`config.mk`:
```
export PLATFORM = sky130hd
export DESIGN_NAME = info_frame_byte_stuffer_core
export DESIGN_NICKNAME = d
export VERILOG_FILES = /design/src/rtl/ifbs_pkg.sv /design/src/rtl/ifbs_front.sv /design/src/rtl/ifbs_fifo.sv /design/src/rtl/ifbs_back.sv /design/src/rtl/info_frame_byte_stuffer_core.sv
export SDC_FILE = /design/constraint.sdc
export NUM_CORES = 1
export LEC_CHECK = 0
export BUFFER_PORTS_ARGS = -buffer_cell sky130_fd_sc_hd__clkbuf_2
export CAP_MARGIN = 20
export CORE_ASPECT_RATIO = 1.2
export CORE_MARGIN = 2
export CORE_UTILIZATION = 50
export CTS_CLUSTER_DIAMETER = 40
export DETAILED_ROUTE_END_ITERATION = 8
export GPL_TIMING_DRIVEN = 0
export PLACE_DENSITY = 0.74
export SYNTH_ARGS = -nofsm -noshare
export SYNTH_HDL_FRONTEND = slang
export SYNTH_SLANG_ARGS = --single-unit
```
`constraint.sdc`:
```
create_clock -name i_clk -period 7.45 [get_ports i_clk]
set_clock_uncertainty 0.05 [all_clocks]
set_input_delay 0.3725 -clock i_clk [delete_from_list [all_inputs] [get_ports i_clk]]
set_output_delay 0.3725 -clock i_clk [all_outputs]
set_load 0.03 [all_outputs]
```
`src/rtl/ifbs_pkg.sv`:
```
`timescale 1ns / 1ps

package ifbs_pkg;

    localparam int BYTE_W = 8;
    localparam int CFG_ADDR_W = 3;
    localparam int FIFO_DEPTH_DEF = 4;

    // Register indexes of the configuration port.
    localparam logic [CFG_ADDR_W-1:0] REG_FLAG        = 3'd0;
    localparam logic [CFG_ADDR_W-1:0] REG_ADDRESS     = 3'd1;
    localparam logic [CFG_ADDR_W-1:0] REG_CTRL_SEQ0   = 3'd2;
    localparam logic [CFG_ADDR_W-1:0] REG_CTRL_SEQ1   = 3'd3;
    localparam logic [CFG_ADDR_W-1:0] REG_ESCAPE      = 3'd4;
    localparam logic [CFG_ADDR_W-1:0] REG_ESC_FLAG    = 3'd5;
    localparam logic [CFG_ADDR_W-1:0] REG_ESC_ESCAPE  = 3'd6;

    localparam logic [BYTE_W-1:0] RST_FLAG       = 8'd126;
    localparam logic [BYTE_W-1:0] RST_ADDRESS    = 8'd3;
    localparam logic [BYTE_W-1:0] RST_CTRL_SEQ0  = 8'd0;
    localparam logic [BYTE_W-1:0] RST_CTRL_SEQ1  = 8'd64;
    localparam logic [BYTE_W-1:0] RST_ESCAPE     = 8'd125;
    localparam logic [BYTE_W-1:0] RST_ESC_FLAG   = 8'd94;
    localparam logic [BYTE_W-1:0] RST_ESC_ESCAPE = 8'd93;
    localparam logic [BYTE_W-1:0] XOR_INIT       = 8'h00;

    // Payload byte classes.
    localparam logic [1:0] KIND_PLAIN  = 2'd0;
    localparam logic [1:0] KIND_FLAG   = 2'd1;
    localparam logic [1:0] KIND_ESCAPE = 2'd2;

    typedef struct packed {
        logic [BYTE_W-1:0] flag_code;
        logic [BYTE_W-1:0] address_code;
        logic [BYTE_W-1:0] control_seq0;
        logic [BYTE_W-1:0] control_seq1;
        logic [BYTE_W-1:0] escape_code;
        logic [BYTE_W-1:0] escaped_flag_code;
        logic [BYTE_W-1:0] escaped_escape_code;
    } t_cfg;

    // One classified payload byte, as queued between front and back.
    typedef struct packed {
        logic [BYTE_W-1:0] data;
        logic [1:0]        kind;
        logic              first;
        logic              last;
        logic              seq;
        logic [BYTE_W-1:0] bcc2;
    } t_item;

endpackage

```
`src/rtl/ifbs_front.sv`:
```
`timescale 1ns / 1ps

module ifbs_front
    import ifbs_pkg::*;
(
    input  logic              i_clk,
    input  logic              i_rst_n,
    input  t_cfg              i_cfg,
    input  logic              i_accept,
    input  logic [BYTE_W-1:0] i_data,
    input  logic              i_first,
    input  logic              i_last,
    input  logic              i_seq,
    output t_item             o_item
);

    logic [BYTE_W-1:0] r_xor;
    logic [BYTE_W-1:0] n_xor;
    logic [BYTE_W-1:0] w_sum;
    logic [1:0]        w_kind;

    always_comb begin
        w_sum = (i_first ? XOR_INIT : r_xor) ^ i_data;
        // The flag substitution wins when both codes are equal.
        if (i_data == i_cfg.flag_code) begin
            w_kind = KIND_FLAG;
        end else if (i_data == i_cfg.escape_code) begin
            w_kind = KIND_ESCAPE;
        end else begin
            w_kind = KIND_PLAIN;
        end
        n_xor = r_xor;
        if (i_accept) begin
            n_xor = i_last ? XOR_INIT : w_sum;
        end
        o_item.data  = i_data;
        o_item.kind  = w_kind;
        o_item.first = i_first;
        o_item.last  = i_last;
        o_item.seq   = i_seq;
        o_item.bcc2  = w_sum;
    end

    always_ff @(posedge i_clk) begin
        if (!i_rst_n) begin
            r_xor <= XOR_INIT;
        end else begin
            r_xor <= n_xor;
        end
    end

endmodule

```
`src/rtl/ifbs_fifo.sv`:
```
`timescale 1ns / 1ps

module ifbs_fifo
    import ifbs_pkg::*;
#(
    parameter int DEPTH = FIFO_DEPTH_DEF
) (
    input  logic  i_clk,
    input  logic  i_rst_n,
    input  logic  i_push,
    input  t_item i_item,
    input  logic  i_pop,
    output t_item o_item,
    output logic  o_full,
    output logic  o_empty
);

    localparam int PTR_W = (DEPTH > 1) ? $clog2(DEPTH) : 1;
    localparam int CNT_W = $clog2(DEPTH + 1);
    localparam logic [PTR_W-1:0] PTR_LAST = PTR_W'(DEPTH - 1);
    localparam logic [CNT_W-1:0] CNT_FULL = CNT_W'(DEPTH);

    t_item            r_mem [DEPTH];
    logic [PTR_W-1:0] r_wr_ptr;
    logic [PTR_W-1:0] r_rd_ptr;
    logic [CNT_W-1:0] r_count;
    logic [PTR_W-1:0] n_wr_ptr;
    logic [PTR_W-1:0] n_rd_ptr;
    logic [CNT_W-1:0] n_count;

    assign o_full  = (r_count == CNT_FULL);
    assign o_empty = (r_count == '0);
    assign o_item  = r_mem[r_rd_ptr];

    always_comb begin
        n_wr_ptr = r_wr_ptr;
        n_rd_ptr = r_rd_ptr;
        n_count  = r_count;
        if (i_push) begin
            n_wr_ptr = (r_wr_ptr == PTR_LAST) ? '0 : r_wr_ptr + 1'b1;
        end
        if (i_pop) begin
            n_rd_ptr = (r_rd_ptr == PTR_LAST) ? '0 : r_rd_ptr + 1'b1;
        end
        if (i_push && !i_pop) begin
            n_count = r_count + 1'b1;
        end else if (!i_push && i_pop) begin
            n_count = r_count - 1'b1;
        end
    end

    always_ff @(posedge i_clk) begin
        if (!i_rst_n) begin
            r_wr_ptr <= '0;
            r_rd_ptr <= '0;
            r_count  <= '0;
        end else begin
            r_wr_ptr <= n_wr_ptr;
            r_rd_ptr <= n_rd_ptr;
            r_count  <= n_count;
        end
    end

    always_ff @(posedge i_clk) begin
        if (i_push) begin
            r_mem[r_wr_ptr] <= i_item;
        end
    end

endmodule

```
`src/rtl/ifbs_back.sv`:
```
`timescale 1ns / 1ps

module ifbs_back
    import ifbs_pkg::*;
(
    input  logic              i_clk,
    input  logic              i_rst_n,
    input  t_cfg              i_cfg,
    input  t_item             i_item,
    input  logic              i_empty,
    output logic              o_pop,
    output logic              o_tvalid,
    input  logic              i_tready,
    output logic [BYTE_W-1:0] o_tdata,
    output logic              o_tlast
);

    localparam logic [2:0] PH_FLAG = 3'd0;
    localparam logic [2:0] PH_ADDR = 3'd1;
    localparam logic [2:0] PH_CTRL = 3'd2;
    localparam logic [2:0] PH_BCC1 = 3'd3;
    localparam logic [2:0] PH_DATA = 3'd4;
    localparam logic [2:0] PH_SUB  = 3'd5;
    localparam logic [2:0] PH_BCC2 = 3'd6;
    localparam logic [2:0] PH_END  = 3'd7;

    logic              r_mid;
    logic [2:0]        r_phase;
    logic              r_tvalid;
    logic [BYTE_W-1:0] r_tdata;
    logic              r_tlast;
    logic              n_mid;
    logic [2:0]        n_phase;
    logic              n_tvalid;
    logic [BYTE_W-1:0] n_tdata;
    logic              n_tlast;

    logic [2:0]        w_phase;
    logic [2:0]        w_next;
    logic              w_done;
    logic              w_load;
    logic [BYTE_W-1:0] w_ctrl;
    logic [BYTE_W-1:0] w_byte;
    logic              w_end;

    assign o_tvalid = r_tvalid;
    assign o_tdata  = r_tdata;
    assign o_tlast  = r_tlast;

    // The output register refills whenever it is empty or being drained and the queue holds an item.
    assign w_load = !i_empty && (!r_tvalid || i_tready);
    assign o_pop  = w_load && w_done;

    always_comb begin
        w_phase = r_mid ? r_phase : (i_item.first ? PH_FLAG : PH_DATA);
        w_ctrl  = i_item.seq ? i_cfg.control_seq1 : i_cfg.control_seq0;
        w_next  = w_phase;
        w_done  = 1'b0;
        w_end   = 1'b0;
        w_byte  = i_item.data;
        case (w_phase)
            PH_FLAG: begin
                w_byte = i_cfg.flag_code;
                w_next = PH_ADDR;
            end
            PH_ADDR: begin
                w_byte = i_cfg.address_code;
                w_next = PH_CTRL;
            end
            PH_CTRL: begin
                w_byte = w_ctrl;
                w_next = PH_BCC1;
            end
            PH_BCC1: begin
                w_byte = i_cfg.address_code ^ w_ctrl;
                w_next = PH_DATA;
            end
            PH_DATA: begin
                if (i_item.kind == KIND_PLAIN) begin
                    w_byte = i_item.data;
                    w_next = PH_BCC2;
                    w_done = !i_item.last;
                end else begin
                    w_byte = i_cfg.escape_code;
                    w_next = PH_SUB;
                end
            end
            PH_SUB: begin
                w_byte = (i_item.kind == KIND_FLAG) ? i_cfg.escaped_flag_code
                                                    : i_cfg.escaped_escape_code;
                w_next = PH_BCC2;
                w_done = !i_item.last;
            end
            PH_BCC2: begin
                w_byte = i_item.bcc2;
                w_next = PH_END;
            end
            PH_END: begin
                w_byte = i_cfg.flag_code;
                w_end  = 1'b1;
                w_done = 1'b1;
            end
            default: begin
                w_byte = i_item.data;
                w_done = 1'b1;
            end
        endcase
    end

    always_comb begin
        n_mid    = r_mid;
        n_phase  = r_phase;
        n_tvalid = r_tvalid;
        n_tdata  = r_tdata;
        n_tlast  = r_tlast;
        if (w_load) begin
            n_tvalid = 1'b1;
            n_tdata  = w_byte;
            n_tlast  = w_end;
            n_mid    = !w_done;
            n_phase  = w_next;
        end else if (i_tready) begin
            n_tvalid = 1'b0;
        end
    end

    always_ff @(posedge i_clk) begin
        if (!i_rst_n) begin
            r_mid    <= 1'b0;
            r_phase  <= PH_FLAG;
            r_tvalid <= 1'b0;
        end else begin
            r_mid    <= n_mid;
            r_phase  <= n_phase;
            r_tvalid <= n_tvalid;
        end
    end

    always_ff @(posedge i_clk) begin
        r_tdata <= n_tdata;
        r_tlast <= n_tlast;
    end

endmodule

```
`src/rtl/info_frame_byte_stuffer_core.sv`:
```
`timescale 1ns / 1ps

// Byte-stuffing framer for information frames. Payload bytes enter on the slave
// stream, with tuser[0] marking the first byte of a packet (header comes first) and
// tuser[1] the sequence bit; tlast marks the last byte (BCC2 and a closing flag
// follow, the flag with tlast set on the master stream). The master stream emits one
// byte per cycle while i_m_axis_tready is high and bytes are queued. An input byte
// yields 1 output byte if plain or 2 if stuffed, plus 4 for a header and 2 for a
// trailer. A queue of FIFO_DEPTH classified bytes ahead of the sequencer takes input
// transactions every cycle until it fills. Unenforced by the block, the user must
// write configuration registers via i_cfg_we/i_cfg_addr/i_cfg_wdata only while idle.

module info_frame_byte_stuffer_core
    import ifbs_pkg::*;
#(
    parameter int FIFO_DEPTH = FIFO_DEPTH_DEF
) (
    input  logic                  i_clk,
    input  logic                  i_rst_n,
    input  logic                  i_s_axis_tvalid,
    output logic                  o_s_axis_tready,
    input  logic [BYTE_W-1:0]     i_s_axis_tdata,  // [7:0] data_byte
    input  logic                  i_s_axis_tlast,  // last_byte
    input  logic [1:0]            i_s_axis_tuser,  // [0] first_byte, [1] seq_bit
    output logic                  o_m_axis_tvalid,
    input  logic                  i_m_axis_tready,
    output logic [BYTE_W-1:0]     o_m_axis_tdata,  // [7:0] out_byte
    output logic                  o_m_axis_tlast,  // frame_end
    input  logic                  i_cfg_we,
    input  logic [CFG_ADDR_W-1:0] i_cfg_addr,
    input  logic [BYTE_W-1:0]     i_cfg_wdata
);

    t_cfg  r_cfg;
    t_cfg  n_cfg;
    t_item w_push_item;
    t_item w_head;
    logic  w_full;
    logic  w_empty;
    logic  w_accept;
    logic  w_pop;

    assign o_s_axis_tready = !w_full;
    assign w_accept        = i_s_axis_tvalid && !w_full;

    always_comb begin
        n_cfg = r_cfg;
        if (i_cfg_we) begin
            case (i_cfg_addr)
                REG_FLAG:       n_cfg.flag_code           = i_cfg_wdata;
                REG_ADDRESS:    n_cfg.address_code        = i_cfg_wdata;
                REG_CTRL_SEQ0:  n_cfg.control_seq0        = i_cfg_wdata;
                REG_CTRL_SEQ1:  n_cfg.control_seq1        = i_cfg_wdata;
                REG_ESCAPE:     n_cfg.escape_code         = i_cfg_wdata;
                REG_ESC_FLAG:   n_cfg.escaped_flag_code   = i_cfg_wdata;
                REG_ESC_ESCAPE: n_cfg.escaped_escape_code = i_cfg_wdata;
                default:        n_cfg = r_cfg;
            endcase
        end
    end

    always_ff @(posedge i_clk) begin
        if (!i_rst_n) begin
            r_cfg.flag_code           <= RST_FLAG;
            r_cfg.address_code        <= RST_ADDRESS;
            r_cfg.control_seq0        <= RST_CTRL_SEQ0;
            r_cfg.control_seq1        <= RST_CTRL_SEQ1;
            r_cfg.escape_code         <= RST_ESCAPE;
            r_cfg.escaped_flag_code   <= RST_ESC_FLAG;
            r_cfg.escaped_escape_code <= RST_ESC_ESCAPE;
        end else begin
            r_cfg <= n_cfg;
        end
    end

    ifbs_front u_front (
        .i_clk    (i_clk),
        .i_rst_n  (i_rst_n),
        .i_cfg    (r_cfg),
        .i_accept (w_accept),
        .i_data   (i_s_axis_tdata),
        .i_first  (i_s_axis_tuser[0]),
        .i_last   (i_s_axis_tlast),
        .i_seq    (i_s_axis_tuser[1]),
        .o_item   (w_push_item)
    );

    ifbs_fifo #(
        .DEPTH (FIFO_DEPTH)
    ) u_fifo (
        .i_clk   (i_clk),
        .i_rst_n (i_rst_n),
        .i_push  (w_accept),
        .i_item  (w_push_item),
        .i_pop   (w_pop),
        .o_item  (w_head),
        .o_full  (w_full),
        .o_empty (w_empty)
    );

    ifbs_back u_back (
        .i_clk    (i_clk),
        .i_rst_n  (i_rst_n),
        .i_cfg    (r_cfg),
        .i_item   (w_head),
        .i_empty  (w_empty),
        .o_pop    (w_pop),
        .o_tvalid (o_m_axis_tvalid),
        .i_tready (i_m_axis_tready),
        .o_tdata  (o_m_axis_tdata),
        .o_tlast  (o_m_axis_tlast)
    );

endmodule
```
; Word-level counts from Yosys, hierarchy flattened
; Memory sizes are Yosys's and may differ from the RTL's. A register that Yosys moved wholly into a read port is not among the register bits.
; Index checks and enable logic that the tools add are counted.
[totals]
ff_bits = 85
out_inout_bits = 11
n_memories = 1
elab_cells = 94
mem_bits_rw = 84
input_bits = 27
[op_classes]
muxes = 25
add_sub_neg = 4
n_eq_ne = 19
reduce_logical = 27
bitwise_logic = 2
[memory_table]
columns = name, depth, width, rd, rd_clocked_by_memory_dff, wr, line_no
row1 = u_fifo.r_mem, 4, 21, 1, 1, 1, ifbs_fifo.sv:23  ; t_item r_mem [DEPTH];
[op_table]
columns = op, n
row1 = case mux 8 bit (7 select lines), 1
row2 = 2-to-1 mux 8 bit, 5
row3 = == test 3 bit (second input constant), 8
row4 = case mux 3 bit (7 select lines), 1
row5 = == test 8 bit, 2
row6 = bitwise XOR 8 bit, 2
row7 = 2-to-1 mux 2 bit, 7
row8 = AND reduction 2 bit, 7
row9 = == test 3 x 2 -> 1 bit (second input constant), 4
row10 = 2-to-1 mux 3 bit, 4
row11 = zero test 3 bit, 3
row12 = zero test 1 bit, 7
row13 = == test 3 x 1 -> 1 bit (second input constant), 2
row14 = 2-to-1 mux 1 bit, 6
row15 = logical AND 1 bit, 5
row16 = adder 2 x 1 -> 2 bit (second input constant), 2
row17 = == test 2 bit (second input constant), 2
row18 = nonzero test 2 bit, 2
row19 = adder 3 x 1 -> 3 bit (second input constant), 1
row20 = case mux 1 bit (3 select lines), 1
row21 = subtractor 3 x 1 -> 3 bit (second input constant), 1
row22 = == test 2 x 1 -> 1 bit (second input constant), 1
row23 = zero test 2 bit, 1
row24 = OR reduction 2 bit, 1
row25 = logical OR 1 bit, 1

; Logic depth before layout (Yosys ltp)
[logic_depth]
depth_word = 8
mapped_depth = 12
depth_no_buf = 11

; Cells and area by module
; From an unflattened synthesis, not the netlist that was laid out.
[unflattened]
hier_cells = 607
area_unflattened_um2 = 7787.5
[modules_own_cells]
columns = mod, area_per_inst_um2, n_inst, seq_area_each_um2, cells_each
row1 = ifbs_fifo, 3489.6, 1, 2702.6, 153
row2 = info_frame_byte_stuffer_core, 2182.1, 1, 1121.1, 207
row3 = ifbs_back, 1411.4, 1, 370.4, 164
row4 = ifbs_front, 704.4, 1, 160.2, 83

; Worst setup path before layout
; Ideal clock, no wire load.
[synth_path]
path_type = register to register
start = register u_fifo.r_count[0]
end = register u_fifo.r_count[2]
path_stages_with_launch = 12
period_less_slack_ps = 2781
n_path_buf = 0
required_ps = 7324
setup_slack_ps = 4669
arrival_time_ps = 2656
cell_sequence = dfxtp_1 > nor3_1 > a21oi_1 > nand3b_1 > a21oi_4 > inv_2 > ha_1 > inv_1 > fa_1 > xor2_1 > or3_1 > a21boi_0
[synth_via]
elab_chain_len = 7
elab_cells_between_ends = 16
cone_classes = add/sub: 2 / eq/ne: 1 / mux: 2 / reduce/logical: 11
[synth_rtl]
columns = item, line_no
row1 = start: declaration, ifbs_fifo.sv:26  ; logic [CNT_W-1:0] r_count;
row2 = start signal: assignment, ifbs_fifo.sv:60  ; r_count <= n_count;
row3 = branches (longest 7 deep; another with subtractor 3 x 1 -> 3 bit), -
; Several ways; the timed one is not identified. The select of a mux whose other input is x is not followed.
; A chain may end at the register's enable or synchronous reset.

==> summary.txt <==
Floorplanning
  – Core outline area: 0.01447 mm^2
  – Die height: 137.6 um
  – # IOs: 38
  – Core Rows: 48
  – Die W: 115.3 um
  – DIE AREA: 0.01587 mm^2
  – Initial core utilization: 0.5139

Clocking
  – TritonCTS clock tree: yes
  – # hold bufs at CTS: 0
  – CTS Root Cell: clkbuf_16
  – Num CTS Buffers: 17
  – Post-CTS Setup Inserts: 0
  – Clock Sink Count: 171
  – Cts repair resizes: 0
  – Max clock buf depth: 2
  – Clk_lat worst skew: 0.44 ns
  – Htree depth: 4
  – Clock transition at path regs: 0.07 ns

Final layout
  – Core Util, Final: 0.5906
  – Fillers: 1177
  – Inserted Diodes: 0
  – Ratio of cells with drive above 1 in the final layout: 0.1531
  – Total Nets Final: 720
  – Finished Layout Cells: 899
  – Area delta synth->final: 14.92%

Synth
  – Most used flip-flop cell after synthesis: edfxtp_1
  – Post-synth EDFFs: 93
  – Cell count after synthesis: 627
  – Syn nets: 661
  – Syn Area/Cell: 11.86 um^2
  – Ys async rst share: 0
  – Unique cell type count in the Yosys netlist: 49
  – Yosys warns: 0
  – Cell area after synthesis: 0.007438 mm^2
  – Yosys reg bits: 171
  – Sequential-to-total area share from yosys stat: 0.5854

Setup path
  – WP data required: 7.76 ns
  – CP Capture Point: u_fifo.r_count[2]
  – FF-to-FF End: u_fifo.r_count[2]
  – FF-to-FF path depth: 12
  – CP Launch Type: flip-flop
  – Worst setup EP type: flip-flop
  – Crit path kind: reg -> reg
  – Crit-path max FO: 10
  – Worst R2R Setup Slack: 4.32 ns
  – Arrival @ worst endpoint: 3.44 ns

Place
  – Port-buffer cells: 36
  – Pre-CTS WS: 4.315 ns
  – Placed Cells: 863
  – GP Congestion: 0.9051
  – Post-DP HPWL: 12140 um

Run status
  – Status: completed

STA
  – Min cycle time layout: 3.133 ns
  – TNS Setup: 0 ns
  – Slew @ Worst Pin: 1.073 ns
  – Fmax achieved: 0.3192 GHz
  – Setup violators final: 0
  – Slew HR: 0.2846
  – Setup WS post-layout: 4.317 ns
  – Final period util: 0.4205
  – Final slew viol count: 0
  – RSZ-0062 raised after global routing: no
  – Final Hold Viols: 0

GRT
  – Largest net degree at the start of global routing: 22
  – Vias in the first global route: 5181
  – GR Util All Layers: 0.2381
  – First-pass GRT wire length: 28100 um
  – Initial antenna violation count: 0
  – Total gr overflow: 0

Routing
  – Via count: 5096
  – Final ANT Viol Nets: 0
  – DR iter-0 viols: 342
  – 1st-pass router iterations: 5
  – Average wire per standard cell: 19.41 um
  – Final wirelength: 17450 um
  – Vias per cell: 5.669
  – # DRC: 0

Job
  – Max cap viols: 0

Pwr
  – Max VDD drop: 229.8 uV
  – Power Dens Cells: 308.4 mW/mm^2
  – Static Leak: 0.003026 uW

Min path
  – Hold WC Path Type: in -> reg
-- kinds of logic (layout without fill, tap and decap cells) --
kind of cell / Yosys count / count (layout) / synth area share
AND/OR/NAND/NOR: 219 / 219 / 0.1357
flip-flops: 171 / 171 / 0.5854
AO/OA/AOI/OAI: 102 / 102 / 0.1029
multiplexers: 47 / 47 / 0.09773
buffers and inverters: 47 / 119 / 0.02540
XOR/XNOR: 34 / 34 / 0.04003
adder cells (fa/ha/maj): 7 / 7 / 0.01278
-- final cells by class --
type | count | area [um^2] | area share
Sequential cell | 171 | 4354 | 0.5094
Multi-Input combinational cell | 409 | 2899 | 0.3391
Clock buffer | 17 | 425.4 | 0.04977
Tap cell | 200 | 250.2 | 0.02927
Timing Repair Buffer | 40 | 242.7 | 0.02840
Clock inverter | 15 | 187.7 | 0.02196
Buffer | 25 | 106.4 | 0.01244
Inverter | 22 | 82.58 | 0.009660
-- flip-flops by register name, indices dropped and copies added (netlist names), named ones only --
signal,count
u_fifo.r_mem,84
r_cfg,56
u_back.o_tdata,8
u_front.r_xor,8
u_back.r_phase,3
u_fifo.r_count,3
u_fifo.r_rd_ptr,2
u_fifo.r_wr_ptr,2
u_back.o_tlast,1
u_back.o_tvalid,1
u_back.r_mid,1
-- layer usage --
layer | wire length [um] | GRT usage | vias up
met5 | 0 | 0 | -
met3 | 848 | 0.04355 | 38
met1 | 7127 | 0.2951 | 2500
met4 | 442 | 0.1011 | 0
met2 | 9032 | 0.4081 | 175
li1 | - | - | 2383
-- worst max-delay path: stages, from the launching register on --
cell      delay [ns]
dfxtp_1         0.45
buf_6           0.23
mux4_2          0.54
o21ai_0         0.18
nand3b_1        0.15
a21oi_4         0.23
inv_2           0.09
ha_1            0.23
inv_1           0.09
fa_1            0.21
xor2_1          0.09
or3_1           0.32
a21boi_0        0.19
-- report_power, final --
group	switching, uW	internal [uW]	leakage (uW)
clock	391	532	0.000284
sequential	39.3	1120	0.00150
combinational	354	204	0.00124
-- synth_stat cells, types with 3 or more instances --
cell	count	area, um^2
nand2_1	122	457.9
edfxtp_1	93	2793
dfxtp_1	78	1562
a21boi_0	26	195.2
mux2i_1	25	250.2
xnor2_1	25	219.0
nand3_1	24	120.1
inv_1	20	75.07
mux4_2	20	450.4
clkbuf_1	17	63.81
o22a_1	16	140.1
o211ai_1	15	112.6
nor2b_1	13	81.33
o21ai_0	13	65.06
nand2b_1	12	75.07
and2_1	10	62.56
nor2_1	10	37.54
o22ai_1	10	62.56
xor2_1	9	78.83
a221oi_1	8	70.07
nor3_1	7	35.03
ha_1	6	75.07
and3_1	5	31.28
nand4_1	4	25.02
or3_1	4	25.02
a31oi_1	3	18.77
buf_1	3	11.26
buf_2	3	15.01
-- layout by cell type (no fill, tap or decap), drive strengths merged, types with 2 or more instances in the layout --
master,count
o21ai,15
edfxtp,93
clkbuf,73
or3,4
o22ai,11
nand4,4
xor2,9
dfxtp,78
or2,4
a31oi,3
xnor2,25
mux2,2
bufinv,3
nand2,122
nand2b,12
o22a,16
a221oi,8
nor2b,13
clkinvlp,5
buf,9
mux2i,25
inv,25
a21oi,3
and3,5
mux4,20
nor2,10
a21boi,28
nand3,24
clkinv,4
o211ai,15
nor3,7
and2,10
ha,6
-- worst min-delay path by stage --
| stage | endpoint | from | depth (start not counted) |
|---|---|---|---|
| after floorplan | r_cfg[0] | r_cfg[0] | 2 |
| after global placement | r_cfg[26] | r_cfg[26] | 2 |
| after detailed placement | r_cfg[27] | r_cfg[27] | 2 |
| after CTS | u_fifo.r_mem[1][8] | i_s_axis_tuser[1] | 1 |
| after global routing | u_fifo.r_mem[1][8] | i_s_axis_tuser[1] | 1 |
| final | u_fifo.r_mem[1][8] | i_s_axis_tuser[1] | 1 |
-- through the flow --
stage,power (uW),hold WS [ns],instance area (um^2)
CTS,2637,0.09454,8486
global placement,1693,0.4005,7869
finish,2636,0.1054,8548
global route,2738,0.1028,8548
floorplan,1550,0.3901,7438
detailed placement,1719,0.4069,7873
No activity file was read; power rests on OpenSTA's default activity.
